==> src/hdl/assert_macros.svh <==
// Assertion helpers for the RTL, included by aae_back
`ifndef ASSERT_MACROS_SVH
`define ASSERT_MACROS_SVH

// Clocked check, off while reset is high
`define AAE_ASSERT(lbl, prop, msg) \
  lbl: assert property (@(posedge clk) disable iff (rst) prop) else $error(msg);

// Clocked check that also holds during reset
`define AAE_ASSERT_ALWAYS(lbl, prop, msg) \
  lbl: assert property (@(posedge clk) prop) else $error(msg);

`endif

==> src/hdl/aae_pkg.sv <==
package aae_pkg;

  localparam int SYM_W    = 8;
  localparam int BYTE_W   = 8;
  localparam int CNT_W    = 16;
  localparam int BND_W    = 16;
  localparam int NUM_W    = 32;
  localparam int DIV_STEPS = 32;

  localparam logic OP_CODE   = 1'b0;
  localparam logic OP_FINISH = 1'b1;

  localparam logic [1:0] REG_LENGTH = 2'd0;
  localparam logic [1:0] REG_INCR   = 2'd1;
  localparam logic [1:0] REG_LIMIT  = 2'd2;

  localparam logic [BND_W-1:0] TOP_MASK    = 16'h8000;
  localparam logic [BND_W-1:0] SECOND_MASK = 16'h4000;
  localparam logic [BND_W-1:0] HIGH_RESET  = 16'hFFFF;

  typedef struct packed {
    logic             op;
    logic [SYM_W-1:0] sym;
  } aae_item_t;

  typedef struct packed {
    logic [31:0] length;
    logic [5:0]  incr;
    logic [13:0] limit;
  } aae_cfg_t;

  typedef enum logic [3:0] {
    ST_IDLE,
    ST_HDR,
    ST_SWEEP,
    ST_MUL,
    ST_DIV,
    ST_RENORM,
    ST_PEND,
    ST_FIN,
    ST_PAD,
    ST_DONE
  } aae_state_t;

endpackage

==> src/hdl/aae_front.sv <==
module aae_front
  import aae_pkg::*;
#(
  parameter int ALPHABET = 256
) (
  input  logic             clk,
  input  logic             rst,
  input  logic             s_tvalid,
  output logic             s_tready,
  input  logic [SYM_W-1:0] s_tdata,
  input  logic             s_tuser,
  output logic             q_valid,
  output aae_item_t        q_item,
  input  logic             q_pop
);

  aae_item_t  slots [2];
  logic       wr_ptr;
  logic       rd_ptr;
  logic [1:0] count;
  aae_item_t  item_in;
  logic       push;

  // clamp symbols beyond the alphabet onto its last entry
  always_comb begin
    item_in.op  = s_tuser;
    item_in.sym = s_tdata;
    if (s_tuser == OP_CODE && {1'b0, s_tdata} >= (SYM_W+1)'(ALPHABET)) begin
      item_in.sym = SYM_W'(ALPHABET - 1);
    end
  end

  assign s_tready = (count != 2'd2);
  assign push     = s_tvalid && s_tready;
  assign q_valid  = (count != 2'd0);
  assign q_item   = slots[rd_ptr];

  always_ff @(posedge clk) begin
    if (push) begin
      slots[wr_ptr] <= item_in;
    end
  end

  always_ff @(posedge clk) begin
    if (rst) begin
      wr_ptr <= 1'b0;
      rd_ptr <= 1'b0;
      count  <= 2'd0;
    end else begin
      if (push) wr_ptr <= ~wr_ptr;
      if (q_pop) rd_ptr <= ~rd_ptr;
      count <= count + {1'b0, push} - {1'b0, q_pop};
    end
  end

endmodule

==> config.mk <==
export PLATFORM = sky130hd
export DESIGN_NAME = aae_front
export DESIGN_NICKNAME = d
export VERILOG_FILES = /design/src/hdl/assert_macros.svh /design/src/hdl/aae_pkg.sv /design/src/hdl/aae_front.sv
export SDC_FILE = /design/constraint.sdc
export NUM_CORES = 1
export LEC_CHECK = 0
export BUFFER_PORTS_ARGS = -buffer_cell sky130_fd_sc_hd__buf_4
export CORE_MARGIN = 2
export CORE_UTILIZATION = 53
export CTS_CLUSTER_SIZE = 8
export DETAILED_ROUTE_END_ITERATION = 10
export GPL_TIMING_DRIVEN = 1
export HOLD_SLACK_MARGIN = 0.12
export PLACE_DENSITY = 0.8
export SYNTH_ARGS = -nofsm -noshare
export SYNTH_HDL_FRONTEND = slang
export SYNTH_SLANG_ARGS = --single-unit
==> constraint.sdc <==
create_clock -name clk -period 4.14 [get_ports clk]
set_input_delay 0.621 -clock clk [delete_from_list [all_inputs] [get_ports clk]]
set_output_delay 0.621 -clock clk [all_outputs]
set_load 0.01 [all_outputs]
==> run summary, run 1 <==
Router iterations before antenna repair -> 4
RSZ-0062 raised after global routing -> false
Syn_area_per_cell -> 15.83 µm²
Share of the synthesized area in the top cell type -> 0.5992
TritonCTS buffer count -> 3
Relative slew slack -> 0.7031
Worst Path Class, Setup -> register to output port
Final Wtd Congestion -> 0.7658
DRC -> 0
Post-Syn Area -> 902.1 µm²
Port-buffer cells -> 23
Status -> complete, no violations
Pre-CTS WS -> 2324 ps
Detailed Place HPWL -> 928.4 µm
Worst-path cell chain -> mux2_2 > buf_4
CP required -> 3520 ps
Final Slew Violations -> 0
Placed Cells -> 95
Peak Freq -> 0.4910 GHz
Worst skew pair latency -> 300 ps
Crit Path Max Fanout -> 9
Top cells by area, synth -> edfxtp_1 60%, dfxtp_1 11%, mux2_1 7.5%, mux2_2 3.7%, xnor2_1 1.9%
Die X -> 45.26 µm
Detail Route Antenna Nets -> 0
Setup crit end kind -> output port
Slew @ Worst Pin -> 445.3 ps
Leakage -> 0.0004425 µW
Hold Crit Class -> input port to register
GR Util All Layers -> 0.1441
Yosys top cell by area -> edfxtp_1
Initial antenna violation count -> 0
Post-layout net count -> 98
Number of setup violations in the final report -> 0
DIE AREA -> 2048 µm²
CP arrival -> 1420 ps
Largest net degree at the start of global routing -> 13
Drt total wl -> 1346 µm
Hold Slack -> 499.4 ps
H-tree levels -> 1
CTS tree -> yes
Flops & latches, synth -> 23
FP Rows -> 14
Routed vias -> 538
Post-route clock skew -> 4.065 ps
WL per Instance -> 13.60 µm
Max Cap Viol -> 0
Vias/cell -> 5.434
Clk slew on worst S/H paths -> 110 ps
CP max stage cell -> dfxtp_1
Die Ht -> 45.26 µm
Cts repair resizes -> 0
Vias in the first global route -> 513
Mapped Cells -> 57
Worst vdd ir -> 0.2448 mV
Fin worst setup slack -> 2103 ps
Yosys warns -> 0
Setup_tns -> 0 ps
Initial Util -> 0.5787
PwrDens -> 424.6 nW/µm²
Hold path cells -> 1
Fin. Hold Viols -> 0
Post-route cell area -> 1116 µm²
Fin crit share -> 0.4920
CTS max path bufs -> 2
Total congestion overflow -> 0
Placed cell area -> 1090 µm²
Clk sinks -> 23
Hold_buf cts -> 0
Worst path max stage delay -> 590 ps
Final worst path period need -> 2037 ps
First-iteration detailed-routing DRC count -> 11
Non-filler instance count after layout -> 99
Cell variety after synth -> 22
Core box area -> 1559 µm²
Mapped Nets -> 71
Root buf cell -> clkbuf_4
I/O pins -> 24
Post-CTS Setup Bufs -> 0
Ratio of cells with drive above 1 in the final layout -> 0.3614
R2R depth -> 6
# diodes -> 0
Sequential area share after synthesis -> 0.7101
First-pass GRT wire length -> 2063 µm
CP startpoint kind -> register
Syn-to-layout area delta -> 23.72%
-- synthesized netlist by cell type --
cell type   n
a2111oi_0   1
a21bo_1     1
a21boi_1    1
a21oi_1     1
and3_1      1
buf_2       1
dfxtp_1     5
edfxtp_1   18
ha_1        1
inv_1       4
mux2_1      6
mux2_2      3
nand2_1     1
nand2b_1    1
nand3b_1    1
nand4_1     2
nand4b_1    1
nor2_1      3
nor2b_1     1
or2_2       1
or4b_1      1
xnor2_1     2
-- cell families (layout without fill, tap and decap cells) --
logic type,count (synthesis),after routing,synth area share
DFF,23,23,0.7101
and+or+nand+nor,13,13,0.08739
muxes,9,9,0.1123
buffers and inverters,5,31,0.02218
AOI/OAI and AO/OA,4,4,0.03467
xor gates and xnor gates,2,2,0.01942
adders and majority gates,1,1,0.01387
-- per-layer routing --
metal  track usage  vias to the layer above  share of wire
met5             0                        -              0
met4       0.05294                        0         0.0037
met3       0.03600                        2          0.053
met2        0.2600                       20           0.53
met1        0.1627                      254           0.41
li1              -                      262              -
-- report_power, final --
group | internal, µW | switching, µW | leakage (µW)
Combinational | 50.5 | 41.7 | 0.000218
Sequential | 274 | 11.8 | 0.000210
Clock | 37.5 | 58.7 | 0.0000150
Total | 362 | 112 | 0.000442
-- worst max-delay path: cells and delay by family (launching register included) --
kind	cells	cell delay, ps
mux	1	380
buf+inv	1	140
flops	1	590
-- per-stage QoR --
stage | utilization | power, µW
after floorplan | - | 337.9
after global placement | 0.6990 | 380.1
after detailed placement | 0.6990 | 383.5
after CTS | 0.7159 | 478.0
after global routing | 0.7159 | 493.9
final | 0.7159 | 473.8
-- path summary, 6_finish.rpt --
kind	from	to	slack, ps
min	s_tdata[3]	slots[1][3]	500
min reg2reg	rd_ptr	rd_ptr	530
max	register	q_item[8]	2100
max reg2reg	count[0]	count[1]	2450
-- registers in the layout (all words and copies together) (netlist names), named ones only --
name / flops
rd_ptr: 1
count: 2
slots: 18
wr_ptr: 1
-- layout make-up --
| type | count | area (µm²) |
|---|---|---|
| clock buffer | 4 | 26.28 |
| fill | 115 | 442.9 |
| inverter | 4 | 15.01 |
| multi-input combinational | 29 | 241.5 |
| sequential | 23 | 640.6 |
| tap | 16 | 20.02 |
| timing repair buffer | 23 | 172.7 |
-- placed cells by master, fill, tap and decap left out --
cell type | synthesis | layout
a2111oi_0 | 1 | 1
a21bo_1 | 1 | 1
a21boi_1 | 1 | 1
a21oi_1 | 1 | 1
and3_1 | 1 | 1
buf_4 | 0 | 23
clkbuf_1 | 0 | 1
clkbuf_4 | 0 | 3
dfxtp_1 | 5 | 5
edfxtp_1 | 18 | 18
ha_1 | 1 | 1
inv_1 | 4 | 4
mux2_1 | 6 | 6
mux2_2 | 3 | 3
nand2_1 | 1 | 1
nand2b_1 | 1 | 1
nand3b_1 | 1 | 1
nand4_1 | 2 | 2
nand4b_1 | 1 | 1
nor2_1 | 3 | 3
nor2b_1 | 1 | 1
or2_2 | 1 | 1
or4b_1 | 1 | 1
xnor2_1 | 2 | 2
Note: power is estimated with default switching activity, not from simulation.
==> run 2: changes to the inputs <==
ABC_AREA = 1   (was default)
CORE_UTILIZATION = 44   (was 53)
PLACE_DENSITY = 0.71   (was 0.8)
clock period = 1.7 ns   (was 4.14 ns; I/O delays follow)
==> run summary, run 2 <==
Fin worst setup slack -> 168.8 ps
Commonest non-fill, non-tap cell in the layout -> buf_4
Routed vias -> 554
R2R depth -> 11
Initial Util -> 0.4639
Vias in the first global route -> 544
Post-synth EDFFs -> 18
Mapped Nets -> 73
Syn-to-layout area delta -> 36.53%
Fin crit share -> 0.9007
Die Ht -> 49.25 µm
Hold Slack -> 135.3 ps
Root buf cell -> clkbuf_4
Largest net degree at the start of global routing -> 14
Router iterations before antenna repair -> 4
Final Slew Violations -> 0
Detailed Place HPWL -> 973.2 µm
Relative slew slack -> 0.8430
I/O pins -> 24
Vias/cell -> 4.504
Placed Cells -> 110
Worst vdd ir -> 0.5526 mV
Final worst path period need -> 1531 ps
Max Cap Viol -> 0
Post-layout net count -> 111
CP arrival -> 1280 ps
Initial antenna violation count -> 0
H-tree levels -> 1
Drt total wl -> 1404 µm
Die X -> 49.25 µm
Post-route clock skew -> 5.121 ps
Final Total Pwr -> 1189 µW
WL per Instance -> 11.41 µm
Syn_area_per_cell -> 15.27 µm²
TritonCTS buffer count -> 3
Non-filler instance count after layout -> 123
Most frequent cells in the layout -> 25 x buf_4, 18 x edfxtp_1, 9 x mux2_2, 9 x dlygate4sd3_1
Max reg flops -> 18
Post-synth top cells -> 18 x edfxtp_1, 9 x mux2_2, 6 x inv_1, 6 x nand2_1, 5 x dfxtp_1
Status -> complete, no violations
Total congestion overflow -> 0
Hold Crit Class -> input port to register
Largest regs -> slots x18, count x2
Worst Path Class, Setup -> register to output port
Clk sinks -> 23
Ratio of cells with drive above 1 in the final layout -> 0.4688
Top cells by area, synth -> edfxtp_1 60%, mux2_2 11%, dfxtp_1 11%, inv_1 2.5%, nand2_1 2.5%
Async set-or-reset flop fraction in the synthesized netlist -> 0
CTS tree -> yes
FF/Latch Area -> 641.9 µm²
CP startpoint kind -> register
Pre-CTS WS -> 330.7 ps
Mapped Cells -> 59
Port-buffer cells -> 23
Number of setup violations in the final report -> 0
GR Util All Layers -> 0.1253
PwrDens -> 966.8 nW/µm²
DRC -> 0
DIE AREA -> 2426 µm²
Fillers -> 154
Worst skew pair latency -> 300 ps
# diodes -> 0
Worst path max stage delay -> 460 ps
First-pass GRT wire length -> 2277 µm
First-iteration detailed-routing DRC count -> 7
Setup crit end kind -> output port
Setup_tns -> 0 ps
Leakage -> 0.0004972 µW
Sequential area share after synthesis -> 0.7111
Share of the synthesized area in the top cell type -> 0.6000
CTS max path bufs -> 2
Hold path cells -> 2
Detail Route Antenna Nets -> 0
CP max stage cell -> dfxtp_2
Core box area -> 1942 µm²
Area occupied by multi-input gates -> 226.5 µm²
Post-Syn Area -> 900.9 µm²
Main flop type after synthesis -> edfxtp_1
Yosys top cell by area -> edfxtp_1
Worst-path cell chain -> mux2_2 > buf_4
Yosys warns -> 0
RSZ-0062 raised after global routing -> false
FP Rows -> 16
Cell variety after synth -> 16
Slew @ Worst Pin -> 235.2 ps
Most common cell in the netlist -> edfxtp_1
Fin. Hold Viols -> 0
Top reg by flops -> slots
Peak Freq -> 0.6531 GHz
Flops & latches, synth -> 23
Clk slew on worst S/H paths -> 110 ps
CP required -> 1440 ps
Crit Path Max Fanout -> 9
Final Wtd Congestion -> 0.6433
[run 2: metrics by stage]
| stage | area (µm²) | utilization |
|---|---|---|
| 6_report | 1230 | 0.6334 |
| 5_1_grt | 1230 | 0.6334 |
| 4_1_cts | 1139 | 0.5863 |
| 3_5_place_dp | 1111 | 0.5722 |
| 3_3_place_gp | 1111 | 0.5722 |
| 2_1_floorplan | 900.9 | - |
[run 2: metal layers]
metal	routed length, µm	vias up	part of all wire	global-route usage
met5	0	-	0	0
met2	733	20	0.52	0.2185
li1	-	280	-	-
met1	583	254	0.42	0.1457
met3	88	0	0.063	0.02761
met4	0	0	0	0.05714
[run 2: critical path, delay by kind of cell, from the launching register on]
kind,cells,cell delay [ps]
DFF,1,460
buffers and inverters,1,150
muxes,1,370
[run 2: layout make-up]
cell class | count | share of cell area
clock buffer | 3 | 0.01831
multi-input combinational | 29 | 0.1841
inverter | 6 | 0.01831
timing repair buffer | 34 | 0.2258
sequential | 23 | 0.5219
tap | 27 | 0.02747
clock inverter | 1 | 0.004069
[run 2: power breakdown]
group / internal (µW) / leakage, µW / switching (µW)
clock: 87.6 / 0.0000177 / 146
combinational: 143 / 0.000270 / 122
sequential: 666 / 0.000210 / 25.3
[run 2: cells by family after synthesis]
group | share of synthesized area
simple gates | 0.09028
xor+xnor | 0.01945
compound gates | 0.01527
flops | 0.7111
mux | 0.1125
fa+ha+maj | 0.01389
buf+inv | 0.03750
[run 2: final timing paths]
check / from / to / slack (ps)
setup reg to reg: count[0] / count[1] / 330
setup / recovery: register / q_item[4] / 170
hold / removal: rst / count[1] / 140
hold reg to reg: rd_ptr / rd_ptr / 530
[run 2: repair_timing]
item | in CTS | in global routing
setup endpoints to repair | 0 | 9
hold buffers | 0 | 9
setup buffers | 0 | 0
endpoints found under the hold margin | 0 | 18
resized for setup | 0 | 1
